--- config.mk ---
export PLATFORM = sky130hd
export DESIGN_NAME = plic_claim_complete_controller
export DESIGN_NICKNAME = d
export VERILOG_FILES = /design/src/hdl/plic_cc_pkg.sv /design/src/hdl/plic_claim_complete_controller.sv /design/src/hdl/plic_cc_decode.sv /design/src/hdl/plic_cc_state.sv
export VERILOG_INCLUDE_DIRS = /design/src /design/src/hdl
export SDC_FILE = /design/constraint.sdc
export NUM_CORES = 1
export LEC_CHECK = 0
export BUFFER_PORTS_ARGS = -buffer_cell sky130_fd_sc_hd__clkbuf_2
export CORE_ASPECT_RATIO = 0.7
export CORE_MARGIN = 2
export CORE_UTILIZATION = 49
export CTS_CLUSTER_DIAMETER = 80
export CTS_CLUSTER_SIZE = 24
export DETAILED_ROUTE_END_ITERATION = 6
export PLACE_DENSITY = 0.76
export REMOVE_ABC_BUFFERS = 1
export SYNTH_ARGS = -nofsm -noshare
export SYNTH_HDL_FRONTEND = slang
export SYNTH_SLANG_ARGS = --single-unit
export TNS_END_PERCENT = 20
--- constraint.sdc ---
create_clock -name clk -period 7.2 [get_ports clk]
set_input_delay 1.44 -clock clk [delete_from_list [all_inputs] [get_ports clk]]
set_output_delay 1.44 -clock clk [all_outputs]
set_load 0.005 [all_outputs]
--- src/hdl/assert_macros.svh ---
// Assertion macros shared by the claim/complete controller RTL.
// Depends on nothing; users must have clk and rst_n in scope.
`ifndef ASSERT_MACROS_SVH
`define ASSERT_MACROS_SVH
`ifndef SYNTHESIS
// prop must hold at every clock edge out of reset
`define PCC_ASSERT(lbl, prop, msg) \
  lbl: assert property (@(posedge clk) disable iff (!rst_n) prop) else $error(msg);
// cond must never be true out of reset
`define PCC_NEVER(lbl, cond, msg) \
  lbl: assert property (@(posedge clk) disable iff (!rst_n) !(cond)) else $error(msg);
`else
`define PCC_ASSERT(lbl, prop, msg)
`define PCC_NEVER(lbl, cond, msg)
`endif
`endif

--- src/hdl/plic_cc_pkg.sv ---
// Types, codes and constants of the interrupt claim/complete controller.
// No dependencies.
`default_nettype none

package plic_cc_pkg;

  // word offsets (byte address >> 2)
  localparam logic [23:0] PEND_WORD   = 24'h000400;
  localparam logic [23:0] ENABLE_BASE = 24'h000800;
  localparam logic [23:0] CTX_BASE    = 24'h080000;
  localparam logic [9:0]  SUB_THRESH  = 10'h000;
  localparam logic [9:0]  SUB_CLAIM   = 10'h001;
  localparam logic [31:0] ENABLE_MASK = ~32'h1;
  localparam int unsigned CTX_FW      = 5;  // room for up to 32 contexts

  typedef enum logic [1:0] {
    REQ_UPDATE = 2'd0,
    REQ_READ   = 2'd1,
    REQ_WRITE  = 2'd2,
    REQ_NONE   = 2'd3
  } req_t;

  typedef enum logic [1:0] {
    WID_BYTE    = 2'd0,
    WID_HALF    = 2'd1,
    WID_WORD    = 2'd2,
    WID_ILLEGAL = 2'd3
  } width_t;

  typedef enum logic [1:0] {
    FLT_NONE     = 2'd0,
    FLT_ACCESS   = 2'd1,
    FLT_MISALIGN = 2'd2,
    FLT_WIDTH    = 2'd3
  } fault_t;

  typedef enum logic [3:0] {
    OP_NOP      = 4'd0,
    OP_UPDATE   = 4'd1,
    OP_RD_PRIO  = 4'd2,
    OP_RD_PEND  = 4'd3,
    OP_RD_EN    = 4'd4,
    OP_WR_EN    = 4'd5,
    OP_RD_THR   = 4'd6,
    OP_RD_CLAIM = 4'd7,
    OP_WR_DONE  = 4'd8
  } op_t;

  typedef struct packed {
    op_t               op;
    logic [CTX_FW-1:0] ctx;
    fault_t            fault;
  } dec_t;

  // index of the highest set bit, 0 for an empty word
  function automatic logic [4:0] top_bit(input logic [31:0] v);
    logic [4:0] n;
    n = '0;
    for (int i = 0; i < 32; i++) begin
      if (v[i]) n = 5'(i);
    end
    return n;
  endfunction

endpackage

`default_nettype wire

--- src/hdl/plic_claim_complete_controller.sv ---
// Top level of the interrupt claim/complete controller.
// Depends on plic_cc_pkg, plic_cc_decode, plic_cc_state and assert_macros.svh.
//
// Usage:
//  - Input channel (in_valid/in_ready): one beat is either an update of the 32
//    source levels or a word bus access (read or write) at in_address.
//  - Result channel (out_valid/out_ready): exactly one beat per input beat, in
//    order: read data, fault code and the per-hart external irq lines as they
//    stand after that beat's effect.
//  - Timing: the input register loads on the input accept edge; decode/claim
//    logic then fills the result register, which raises out_valid and holds the
//    result beat until it is taken.
//  - Throughput: one beat per cycle with out_ready high; the limit is the single
//    pass through decode, priority encoder and state update between two registers.
//  - Stall: while out_ready is low with a result held, the beat in the input
//    register waits and in_ready drops; the input register still takes one
//    beat while the result register is full.
//  - Reset (rst_n low, synchronous): pending, in-flight and enable bits clear,
//    both registers empty, no result shown.
`default_nettype none

`include "assert_macros.svh"

module plic_claim_complete_controller #(
  parameter int NUM_HARTS = 4
) (
  input  logic        clk,
  input  logic        rst_n,
  input  logic        in_valid,
  output logic        in_ready,
  input  logic [1:0]  in_req_type,
  input  logic [31:0] in_active_sources,
  input  logic [25:0] in_address,
  input  logic [1:0]  in_access_width,
  input  logic [31:0] in_write_data,
  output logic        out_valid,
  input  logic        out_ready,
  output logic [31:0] out_read_data,
  output logic [1:0]  out_fault_code,
  output logic [3:0]  out_ext_irq_lines
);
  import plic_cc_pkg::*;

  // input register
  logic        in_vld_r;
  logic [1:0]  req_r;
  logic [31:0] active_r;
  logic [25:0] addr_r;
  logic [1:0]  width_r;
  logic [31:0] wdata_r;

  // result register
  logic        out_vld_r;
  logic [31:0] rdata_r;
  logic [1:0]  fault_r;
  logic [3:0]  irq_r;

  logic        adv;       // beat in input register moves to result register
  logic        in_fire;
  dec_t        dec;
  logic [31:0] rdata;
  logic [3:0]  irq;

  assign adv      = in_vld_r && (!out_vld_r || out_ready);
  assign in_ready = !in_vld_r || adv;
  assign in_fire  = in_valid && in_ready;

  always_ff @(posedge clk) begin
    if (!rst_n) begin
      in_vld_r <= 1'b0;
    end else if (in_ready) begin
      in_vld_r <= in_valid;
    end
  end

  always_ff @(posedge clk) begin
    if (in_fire) begin
      req_r    <= in_req_type;
      active_r <= in_active_sources;
      addr_r   <= in_address;
      width_r  <= in_access_width;
      wdata_r  <= in_write_data;
    end
  end

  plic_cc_decode #(
    .NUM_HARTS(NUM_HARTS)
  ) u_decode (
    .req_type    (req_r),
    .address     (addr_r),
    .access_width(width_r),
    .dec         (dec)
  );

  plic_cc_state #(
    .NUM_HARTS(NUM_HARTS)
  ) u_state (
    .clk           (clk),
    .rst_n         (rst_n),
    .go            (adv),
    .dec           (dec),
    .active_sources(active_r),
    .write_data    (wdata_r),
    .read_data     (rdata),
    .ext_irq_lines (irq)
  );

  always_ff @(posedge clk) begin
    if (!rst_n) begin
      out_vld_r <= 1'b0;
    end else if (adv) begin
      out_vld_r <= 1'b1;
    end else if (out_ready) begin
      out_vld_r <= 1'b0;
    end
  end

  // faulted accesses return zero data; ops that read nothing leave rdata zero
  always_ff @(posedge clk) begin
    if (adv) begin
      rdata_r <= rdata;
      fault_r <= dec.fault;
      irq_r   <= irq;
    end
  end

  assign out_valid         = out_vld_r;
  assign out_read_data     = rdata_r;
  assign out_fault_code    = fault_r;
  assign out_ext_irq_lines = irq_r;

  `PCC_ASSERT(a_ready_when_empty, !out_vld_r |-> in_ready, "input stalled with empty output")
  `PCC_ASSERT(a_adv_loads, adv |=> out_vld_r, "result lost on advance")
  `PCC_NEVER(a_fault_zero, out_vld_r && fault_r != FLT_NONE && rdata_r != '0, "faulted beat carries data")

endmodule

`default_nettype wire

--- src/hdl/plic_cc_decode.sv ---
// Request and address decode: turns one beat into an operation, context and fault.
// Depends on plic_cc_pkg.
`default_nettype none

module plic_cc_decode #(
  parameter int NUM_HARTS = 4
) (
  input  logic [1:0]        req_type,
  input  logic [25:0]       address,
  input  logic [1:0]        access_width,
  output plic_cc_pkg::dec_t dec
);
  import plic_cc_pkg::*;

  localparam logic [13:0] NH = 14'(NUM_HARTS);

  logic [23:0] w;
  logic [13:0] en_ctx;
  logic [13:0] cx_ctx;
  logic        is_wr;
  logic        prio_hit;
  logic        pend_hit;
  logic        en_hit;
  logic        cx_rgn;
  logic        thr_hit;
  logic        clm_hit;

  assign w        = address[25:2];
  assign en_ctx   = w[18:5] - ENABLE_BASE[18:5];
  assign cx_ctx   = w[23:10] - CTX_BASE[23:10];
  assign is_wr    = (req_t'(req_type) == REQ_WRITE);
  assign prio_hit = (w[23:5] == '0) && (w[4:0] != '0);
  assign pend_hit = (w == PEND_WORD);
  assign en_hit   = (w >= ENABLE_BASE) && (w < CTX_BASE) && (w[4:0] == '0) && (en_ctx < NH);
  assign cx_rgn   = (w >= CTX_BASE) && (cx_ctx < NH);
  assign thr_hit  = cx_rgn && (w[9:0] == SUB_THRESH);
  assign clm_hit  = cx_rgn && (w[9:0] == SUB_CLAIM);

  always_comb begin
    dec.op    = OP_NOP;
    dec.ctx   = '0;
    dec.fault = FLT_NONE;
    case (req_t'(req_type))
      REQ_UPDATE: dec.op = OP_UPDATE;
      REQ_READ, REQ_WRITE: begin
        case (width_t'(access_width))
          WID_WORD: begin
            if (prio_hit) begin
              dec.op = is_wr ? OP_NOP : OP_RD_PRIO;
            end else if (pend_hit) begin
              if (is_wr) dec.fault = FLT_ACCESS;
              else dec.op = OP_RD_PEND;
            end else if (en_hit) begin
              dec.ctx = en_ctx[CTX_FW-1:0];
              dec.op  = is_wr ? OP_WR_EN : OP_RD_EN;
            end else if (thr_hit) begin
              dec.op = is_wr ? OP_NOP : OP_RD_THR;
            end else if (clm_hit) begin
              dec.ctx = cx_ctx[CTX_FW-1:0];
              dec.op  = is_wr ? OP_WR_DONE : OP_RD_CLAIM;
            end else begin
              dec.fault = FLT_ACCESS;
            end
          end
          WID_ILLEGAL: dec.fault = FLT_WIDTH;
          default:     dec.fault = FLT_MISALIGN;
        endcase
      end
      default: ;
    endcase
  end

endmodule

`default_nettype wire

--- src/hdl/plic_cc_state.sv ---
// Pending, in-flight and enable state with claim/complete logic and irq lines.
// Depends on plic_cc_pkg and assert_macros.svh.
`default_nettype none

`include "assert_macros.svh"

module plic_cc_state #(
  parameter int NUM_HARTS = 4
) (
  input  logic              clk,
  input  logic              rst_n,
  input  logic              go,
  input  plic_cc_pkg::dec_t dec,
  input  logic [31:0]       active_sources,
  input  logic [31:0]       write_data,
  output logic [31:0]       read_data,
  output logic [3:0]        ext_irq_lines
);
  import plic_cc_pkg::*;

  localparam int IDX_W = (NUM_HARTS > 1) ? $clog2(NUM_HARTS) : 1;

  logic [31:0]      pend_r;
  logic [31:0]      pend_nxt;
  logic [31:0]      infl_r;
  logic [31:0]      infl_nxt;
  logic [31:0]      en_r   [NUM_HARTS];
  logic [31:0]      en_nxt [NUM_HARTS];
  logic [31:0]      en_sel;
  logic [31:0]      cand;
  logic [4:0]       src;
  logic             en_wr;
  logic [IDX_W-1:0] idx;

  assign idx    = dec.ctx[IDX_W-1:0];
  assign en_sel = en_r[idx];
  assign cand   = pend_r & en_sel;
  assign src    = top_bit(cand);

  always_comb begin
    pend_nxt  = pend_r;
    infl_nxt  = infl_r;
    read_data = '0;
    en_wr     = 1'b0;
    case (dec.op)
      OP_UPDATE: begin
        pend_nxt = pend_r | (active_sources & ~infl_r);
        infl_nxt = infl_r | active_sources;
      end
      OP_RD_PRIO: read_data = 32'd1;
      OP_RD_PEND: read_data = pend_r;
      OP_RD_EN:   read_data = en_sel;
      OP_WR_EN:   en_wr = 1'b1;
      OP_RD_CLAIM: begin
        if (cand != '0) begin
          read_data     = {27'd0, src};
          pend_nxt[src] = 1'b0;
        end
      end
      OP_WR_DONE: begin
        if ((write_data[31:5] == '0) && en_sel[write_data[4:0]]) begin
          infl_nxt[write_data[4:0]] = 1'b0;
        end
      end
      default: ;
    endcase
  end

  for (genvar h = 0; h < NUM_HARTS; h++) begin : g_en
    assign en_nxt[h] = (en_wr && (idx == IDX_W'(h))) ? (write_data & ENABLE_MASK) : en_r[h];
  end

  // lines reflect the state after this beat's effect
  for (genvar h = 0; h < 4; h++) begin : g_irq
    if (h < NUM_HARTS) begin : g_on
      assign ext_irq_lines[h] = |(pend_nxt & en_nxt[h]);
    end else begin : g_off
      assign ext_irq_lines[h] = 1'b0;
    end
  end

  always_ff @(posedge clk) begin
    if (!rst_n) begin
      pend_r <= '0;
      infl_r <= '0;
      for (int h = 0; h < NUM_HARTS; h++) en_r[h] <= '0;
    end else if (go) begin
      pend_r <= pend_nxt;
      infl_r <= infl_nxt;
      for (int h = 0; h < NUM_HARTS; h++) en_r[h] <= en_nxt[h];
    end
  end

  `PCC_ASSERT(a_state_hold, !go |=> ($stable(pend_r) && $stable(infl_r)), "state moved while idle")
  `PCC_ASSERT(a_upd_gate, (go && dec.op == OP_UPDATE) |=> ((pend_r & ~$past(pend_r) & $past(infl_r)) == '0), "pending set on in-flight source")
  `PCC_NEVER(a_claim_range, go && dec.op == OP_RD_CLAIM && read_data[31:5] != '0, "claim id out of range")

endmodule

`default_nettype wire

# Yosys cells after proc, flatten, opt, wreduce, memory -nomap -nowiden
# Memories as Yosys holds them, arrays and structs flattened.
# Cells that the tools add are included.
# totals
ff_bits	198
ramBits	128
out_inout_bits	40
mem_count	1
# classes
n_addsub	2
order_cmp	9
eq_ne	17
muxes	90
bitwise	17
reduce_logical	36
# mem_list
memory	words	word_bits	read_ports	rd_clocked_by_memory_dff	write_ports	line_no	source
u_state.en_r	4	32	5	0	4	plic_cc_state.sv:27	logic [31:0] en_r [NUM_HARTS];
# ops
cell	n
32-bit two-way mux	10
32-bit bitwise AND	8
5-bit two-way mux	32
32-bit case mux with 2 select lines	2
32-bit case mux with 4 select lines	1
32-bit OR reduction	4
32-bit inverter	3
9-bit two-way mux	9
32-bit OR	2
7-bit two-way mux	7
32-bit nonzero test	1
14-bit by 3-bit < comparator with 1-bit output, second input constant	2
27-bit logical NOT	1
24-bit by 11-bit equality test with 1-bit output, second input constant	1
24-bit by 12-bit greater-or-equal comparator with 1-bit output, second input constant	1
24-bit by 20-bit greater-or-equal comparator with 1-bit output, second input constant	1
24-bit by 20-bit < comparator with 1-bit output, second input constant	1
4-bit two-way mux	5
19-bit logical NOT	1
1-bit logical AND	16
1-bit two-way mux	14
14-bit by 10-bit subtractor with 14-bit output, second input constant	1
14-bit by 7-bit subtractor with 14-bit output, second input constant	1
4-bit by 3-bit equality test with 1-bit output, second input constant	3
other kinds (25)	44

# Logic depth before layout (Yosys ltp)
# Gate-level depths: netlist of run 1.
# An unclocked memory read counts as a cell.
# logic_depth
ltp_word	65
depth_mapped	23

# By module
# A second synthesis of run 1 with hierarchy kept.
# hier_totals
hier_cells	1512
area_unflattened_um2	16841.2
# modules_own_cells
mod	n_inst	cells_each	area_each_um2	seq_area_each_um2
plic_cc_state	1	1308	12325.6	5124.9
plic_claim_complete_controller	1	141	4067.7	4003.8
plic_cc_decode	1	63	447.9	0.0

# Worst setup path before layout of run 1
# Ideal clock, no wire load.
# synth_path
kind	register to register
start	register addr_r[6]
end	register irq_r[3], in the netlist out_ext_irq_lines[3], data pin
arrival_ns	5.305
required_time_ns	6.928
path_slack_ns	1.623
path_stages_with_launch	18
path_buffers	2
cell_sequence	edfxtp_1 -> or4_4 -> nor2_1 -> nor4_1 -> o31a_1 -> or4_1 -> nor3_1 -> clkbuf_1 -> buf_1 -> mux2i_1 -> nor2_1 -> a2bb2oi_1 -> nand4_1 -> nor4_1 -> nand4_1 -> nor4_1 -> nand3_1 -> or4_1
# synth_via
elab_chain_len	64
# synth_rtl
element	line_no	source
start: declaration	plic_claim_complete_controller.sv:48	logic [25:0] addr_r;
start signal: assignment	plic_claim_complete_controller.sv:80	addr_r <= in_address;
24-bit by 20-bit greater-or-equal comparator with 1-bit output	plic_cc_decode.sv:35	assign cx_rgn = (w >= CTX_BASE) && (cx_ctx < NH);
1-bit logical AND	plic_cc_decode.sv:35	
1-bit logical AND	plic_cc_decode.sv:37	assign clm_hit = cx_rgn && (w[9:0] == SUB_CLAIM);
9-bit two-way mux	plic_cc_decode.sv:58	end else if (clm_hit) begin
9-bit two-way mux	plic_cc_decode.sv:56	end else if (thr_hit) begin
9-bit two-way mux	plic_cc_decode.sv:53	end else if (en_hit) begin
9-bit two-way mux	plic_cc_decode.sv:50	end else if (pend_hit) begin
9-bit two-way mux	plic_cc_decode.sv:48	if (prio_hit) begin
[49 not listed]	-	
1-bit demux with 5-bit select	-	
32-bit inverter (no source line)	-	
32-bit bitwise AND (no source line)	-	
32-bit two-way mux	plic_cc_state.sv:55	if (cand != '0) begin
32-bit case mux with 2 select lines	plic_cc_state.sv:45	case (dec.op)
32-bit bitwise AND (*)	plic_cc_state.sv:76	assign ext_irq_lines[h] = |(pend_nxt & en_nxt[h]);
32-bit OR reduction (*)	plic_cc_state.sv:76	
named net irq[3]	plic_claim_complete_controller.sv:62	logic [3:0] irq;
end signal: assignment	plic_claim_complete_controller.sv:123	irq_r <= irq;
end: declaration	plic_claim_complete_controller.sv:56	logic [3:0] irq_r;
# The timed path passes the listed nets; every way through them passes the cells marked *. The select of a mux whose other input is x is not followed.
# A chain may end at the register's enable or synchronous reset.

# Final worst setup path of run 1
# layout_path
start	register addr_r[9]
end	register irq_r[3], in the netlist out_ext_irq_lines[3], data pin
# The elaborated chain is that of the path after synthesis.

==> metrics, run 1 <==
post-synthesis cell area 18,300 um2; layout cells sized above 1 0.222; #FFs+latches synth 324; io pins 138; Bufs on Longest Clock Path 3; largest family of logic cells by synthesized area simple AND/OR/NAND/NOR gates; slowest stage delay, CP 0.87 ns; Critical path buffers and inverters 3; # nets final 2,285; mux share of post-synthesis cell area 0.0691; Slew HR 0.0423; required time of the critical path 7.49 ns; final setup fails 0; final slew viol count 0; Reg2Reg Launch Point addr_r[9]$_DFFE_PP_; post-CTS setup buffer count 0; Synth area leaders edfxtp_1, dfxtp_1, mux2i_1, nand2_1, nor2_1; CTS root buf clkbuf_16; run status completed; reg2reg setup slack 0.31 ns; chip width 235 um; xor-xnor portion of the synthesized cell area 0.000479; Worst-path clk slew 0.09 ns; Detail Placement HPWL 66.1 mm; final antenna-violating net count 0; Fmax 0.145 GHz; CORE AREA 37,000 um2; Critical Path End Type register; CP Class register to register; Post-synth ARST share 0; Crit path max-delay family simple AND/OR/NAND/NOR gates; Seq/Total Area, Yosys 0.496; worst-path fanout max 9; Vias 18,200; Via density 6.76; CTS tree done; period utilization 0.958; post-route setup TNS 0 ns; fin crit period 6.89 ns; Cells after Synth 1,883; WL final 85.4 mm; Hold Vio Cnt, Final 0; Synth Area in Simple Gates 0.203; hold crit path type register to register; Residual DRC 0; RSZ-0062 raised after global routing false; H-tree depth 1; drt wl/cell 31.8 um; worst slew pin tran 1.42 ns; critical hold path startpoint u_state.infl_r[31]$_SDFFE_PN0P_; top post-synthesis cells by count edfxtp_1, nand2_1, nor2_1; hold buffers post-CTS 0; EDFF count, synth 258; post-synth top area cell edfxtp_1; Critical Path Start addr_r[9]$_DFFE_PP_; initial antenna violation count 4; number of buffers created by CTS 18; main flop type after synthesis edfxtp_1; Initial Utilization 0.495; global-route usage over all layers 0.425; post-synth top area share 0.423; GPL Wtd Cong 1.08; drt initial violations 2,936; filler instances 3,219; syn avg cell area 9.72 um2; Layout Area Growth over Synthesis 18.6%; row count 59; synth warn 0; first-pass GRT wire length 119 mm; count leader, synth edfxtp_1; CP max-delay cell a211oi_4; number of global-route vias before repair 16,600; Worst VDD drop 0.000195 V; Tot Pwr 3.91 mW; PortBufs 135; P_leak 7.88 nW; CP cell instances or4_1 > nor3_2 > nand3_2 > a211oi_4 > mux2i_1 > mux2i_1 > buf_4 > buf_4 > nand2_1 > nor3b_1 > buf_4 > nand4_1 > nor3_1 > o32ai_1 > or4_1 > nor4_1 > nand3_1 > or4_1; pin count of the biggest net entering global routing 81; post_cts resized 0; drt pass-1 iters 6; DIE AREA 38,900 um2; clk sinks 324; height of the die 166 um; Crit path arrival time 7.18 ns; Power Density 180 nW/um2; clk_lat worst skew 0.57 ns; post-synth cell types 103; grt ovf 0; element type at the critical path start register; compound-cell area share of the yosys netlist 0.190; Adder-Cell Fraction of Synth Area 0.00342; Max Cap Viol 0; Fin Clk Skew 0.0386 ns
## cell usage in the layout (no fill, tap or decap), types with 29 or more instances in the layout
cell	netlist	routed
nor3_1	60	58
mux2i_1	96	96
nand2_1	218	216
dfxtp_1	66	66
nand3_1	56	56
buf_4	5	231
a21boi_0	32	32
inv_1	81	80
nor2_1	214	214
clkbuf_2	0	135
o21ai_0	94	94
nor4_1	32	31
a31oi_1	53	53
a211oi_1	32	32
edfxtp_1	258	258
nor2b_1	29	29
a21oi_1	92	92
## per-stage QoR
step	hold slack, ns	setup WS (ns)	instance area [um2]	utilization	cells
global route	0.516	0.183	21700	0.587	2683
finish	0.489	0.305	21700	0.587	2688
floorplan	0.451	-0.781	17900	-	1788
detailed placement	0.474	0.529	21100	0.571	2650
CTS	0.488	0.529	21700	0.586	2682
global placement	0.465	0.579	21100	0.571	2650
## final cells by class
| class | instances | area (um2) | area share |
|---|---|---|---|
| clock inverters | 5 | 46.3 | 0.00213 |
| repair buffers | 374 | 2570 | 0.118 |
| diodes | 6 | 15.0 | 0.000692 |
| inverters | 84 | 315 | 0.0145 |
| clock buffers | 27 | 515 | 0.0238 |
| flip-flops and latches | 324 | 9070 | 0.418 |
| multi-input cells | 1380 | 8560 | 0.395 |
| well taps | 488 | 611 | 0.0281 |
## sequential cells by signal, summed over array words and instances (netlist names)
name	count
in_vld_r	1
u_state.infl_r	32
out_read_data	32
out_ext_irq_lines	4
active_r	32
out_valid	1
u_state.pend_r	32
addr_r	24
width_r	2
req_r	2
out_fault_code	2
u_state.en_r	128
wdata_r	32
## worst register-to-register path, stage by stage (launching register included)
cell and delay (ns):
edfxtp_1 0.40, or4_1 0.62, nor3_2 0.32, nand3_2 0.18
a211oi_4 0.87, mux2i_1 0.43, mux2i_1 0.14, buf_4 0.20
buf_4 0.16, nand2_1 0.08, nor3b_1 0.66, buf_4 0.25
nand4_1 0.12, nor3_1 0.37, o32ai_1 0.22, or4_1 0.57
nor4_1 0.27, nand3_1 0.17, or4_1 0.61
## report_power, final
| part | leakage (nW) | internal [mW] | switching [mW] |
|---|---|---|---|
| combinational | 4.42 | 0.185 | 0.340 |
| sequential | 3.18 | 2.12 | 0.0803 |
| clock | 0.271 | 0.513 | 0.676 |
## layer usage
metal	part of all wire	global-route usage	vias up
li1	-	-	7657
met1	0.41	0.605	8799
met2	0.40	0.586	1476
met3	0.14	0.149	241
met4	0.050	0.175	6
met5	0.0016	0.0182	-
## path summary, 6_finish.rpt
check / endpoint / cells after the start
worst min register to register: u_state.infl_r[31]$_SDFFE_PN0P_ / 2
worst min-delay path: u_state.infl_r[31]$_SDFFE_PN0P_ / 2
worst max-delay path: out_ext_irq_lines[3]$_DFFE_PP_ / 18
worst max register to register: out_ext_irq_lines[3]$_DFFE_PP_ / 18
## cell families after synthesis
kind of cell	count (synthesis)
AND/OR/NAND/NOR	759
AO/OA/AOI/OAI	499
flip-flops	324
buffers and inverters	179
multiplexers	116
adder cells (fa/ha/maj)	5
XOR/XNOR	1
No activity file was read; power rests on OpenSTA's default activity.
==> inputs of run 2 (changes only) <==
ABC_AREA = 1   (was unset)
==> metrics, run 2 <==
main flop type after synthesis edfxtp_1; Crit path max-delay family simple AND/OR/NAND/NOR gates; Critical Path Start addr_r[5]$_DFFE_PP_; initial antenna violation count 0; Critical Path End Type register; element type at the critical path start register; RSZ-0062 raised after global routing false; post-synth top area cell edfxtp_1; synth warn 0; commonest non-fill, non-tap cell in the layout nor2_1; Seq/Total Area, Yosys 0.520; DIE AREA 37,100 um2; final antenna-violating net count 0; Reg2Reg Launch Point addr_r[5]$_DFFE_PP_; Vias 16,000; Worst VDD drop 0.000208 V; most frequent cells in the layout nor2_1, inv_1, nand2_1; chip width 229 um; Via density 5.96; PortBufs 135; clk sinks 324; post-synth top area share 0.445; run status completed; GPL Wtd Cong 1.04; H-tree depth 1; post-synthesis cell area 17,400 um2; Layout Area Growth over Synthesis 9.70%; worst slew pin tran 1.17 ns; drt initial violations 2,632; Tot Pwr 3.75 mW; clk_lat worst skew 0.57 ns; CTS tree done; crit path to out_ext_irq_lines[2]$_DFFE_PP_; post-route setup TNS 0 ns; drt wl/cell 21.9 um; worst-path fanout max 11; layout cells sized above 1 0.114; post_cts resized 0; Antenna diodes 0; max FFs per register 128; Fmax 0.166 GHz; Initial Utilization 0.500; Post-synth ARST share 0; CTS root buf clkbuf_16; reg2reg setup slack 1.19 ns; hold buffers post-CTS 0; period utilization 0.834; syn avg cell area 8.31 um2; hold crit path type register to register; CORE AREA 34,900 um2; Cells after Synth 2,097; grt ovf 0; Crit path arrival time 6.31 ns; Largest Register u_state.en_r; Slew HR 0.221; post-synth cell types 49; Residual DRC 0; # nets final 2,296; height of the die 162 um; number of buffers created by CTS 17; Max Cap Viol 0; final slew viol count 0; most frequent CP cell nand2_1; drt pass-1 iters 6; first-pass GRT wire length 86.3 mm; WL final 58.7 mm; number of global-route vias before repair 14,300; Power Density 196 nW/um2; post-CTS setup buffer count 0; Fin Clk Skew 0.0562 ns; worst reg2reg path depth 46; Detail Placement HPWL 40.4 mm; hold path depth 2; Synth area leaders edfxtp_1, nor2_1, dfxtp_1, inv_1, nand2_1; Worst-path clk slew 0.10 ns; io pins 138; r2r endpoint out_ext_irq_lines[2]$_DFFE_PP_; row count 57; final setup fails 0; fin crit period 6.01 ns; Bufs on Longest Clock Path 3; required time of the critical path 7.50 ns; global-route usage over all layers 0.309; pin count of the biggest net entering global routing 98; P_leak 8.14 nW; Hold Vio Cnt, Final 0; CP max-delay cell edfxtp_1; #FFs+latches synth 324; stages on the worst setup path 46; EDFF count, synth 258; slowest stage delay, CP 0.42 ns; CP Class register to register; top post-synthesis cells by count nor2_1, inv_1, nand2_1; count leader, synth nor2_1; Critical path buffers and inverters 1
## run 2: changes by cell type in the layout (fill, tap and decap cells not counted), moves of 31 or more
cell | before | now
a21boi_0 | 32 | 1
o21ai_0 | 94 | 63
a31oi_1 | 53 | 3
nand2_1 | 216 | 269
nand3_1 | 56 | 176
o22ai_1 | 18 | 102
buf_4 | 231 | 23
nor3_1 | 58 | 11
a21oi_1 | 92 | 129
inv_1 | 80 | 325
a211oi_1 | 32 | 1
mux2i_1 | 96 | 0
nor2_1 | 214 | 394
## run 2: cells by family after synthesis
family | Yosys count | synth area share
DFF | 324 | 0.520
and+or+nand+nor | 953 | 0.243
AOI/OAI and AO/OA | 390 | 0.139
xor gates and xnor gates | 1 | 0.000503
buffers and inverters | 424 | 0.0935
adders and majority gates | 5 | 0.00359
## run 2: final cells by class
class / count / area [um2]
clock buffers: 28 / 492
flip-flops and latches: 324 / 9070
repair buffers: 159 / 868
clock inverters: 2 / 17.5
well taps: 472 / 591
inverters: 342 / 1290
multi-input cells: 1349 / 6790
fillers: 3206 / 15800
## run 2: metrics by stage
step	cell area (um2)	instances	utilization	setup slack, ns	hold slack [ns]
after floorplan	17100	2015	-	1.56	0.440
after global placement	18600	2646	0.534	1.65	0.454
after detailed placement	18600	2646	0.534	1.54	0.461
after CTS	19100	2676	0.548	1.51	0.480
after global routing	19100	2676	0.548	0.819	0.513
final	19100	2676	0.548	1.19	0.485
## run 2: report_power, final
part,internal [mW],leakage (nW),switching (mW)
Combinational,0.135,4.74,0.328
Clock,0.480,0.246,0.633
Sequential,2.12,3.15,0.0524
## run 2: worst register-to-register path: cells and delay by family, from the launching register on
| kind | cells | cell delay, ns |
|---|---|---|
| compound gates | 1 | 0.16 |
| buf+inv | 1 | 0.18 |
| flops | 1 | 0.42 |
| simple gates | 44 | 4.98 |
## run 2: how the worst min path moves through the flow
| stage | startpoint | end | slack [ns] |
|---|---|---|---|
| 5_1_grt | u_state.infl_r[31]$_SDFFE_PN0P_ | u_state.infl_r[31]$_SDFFE_PN0P_ | 0.51 |
| 3_3_place_gp | u_state.infl_r[31]$_SDFFE_PN0P_ | u_state.infl_r[31]$_SDFFE_PN0P_ | 0.45 |
| 2_1_floorplan | u_state.infl_r[31]$_SDFFE_PN0P_ | u_state.infl_r[31]$_SDFFE_PN0P_ | 0.44 |
| 6_report | u_state.infl_r[31]$_SDFFE_PN0P_ | u_state.infl_r[31]$_SDFFE_PN0P_ | 0.48 |
| 4_1_cts | u_state.infl_r[31]$_SDFFE_PN0P_ | u_state.infl_r[31]$_SDFFE_PN0P_ | 0.48 |
| 3_5_place_dp | u_state.infl_r[31]$_SDFFE_PN0P_ | u_state.infl_r[31]$_SDFFE_PN0P_ | 0.46 |
## run 2: metal layers
layer | global-route usage | vias to the layer above | part of all wire
met3 | 0.0813 | 137 | 0.15
met1 | 0.461 | 7417 | 0.41
met2 | 0.438 | 1133 | 0.41
met5 | 0 | - | 0
li1 | - | 7272 | -
met4 | 0.0933 | 0 | 0.031
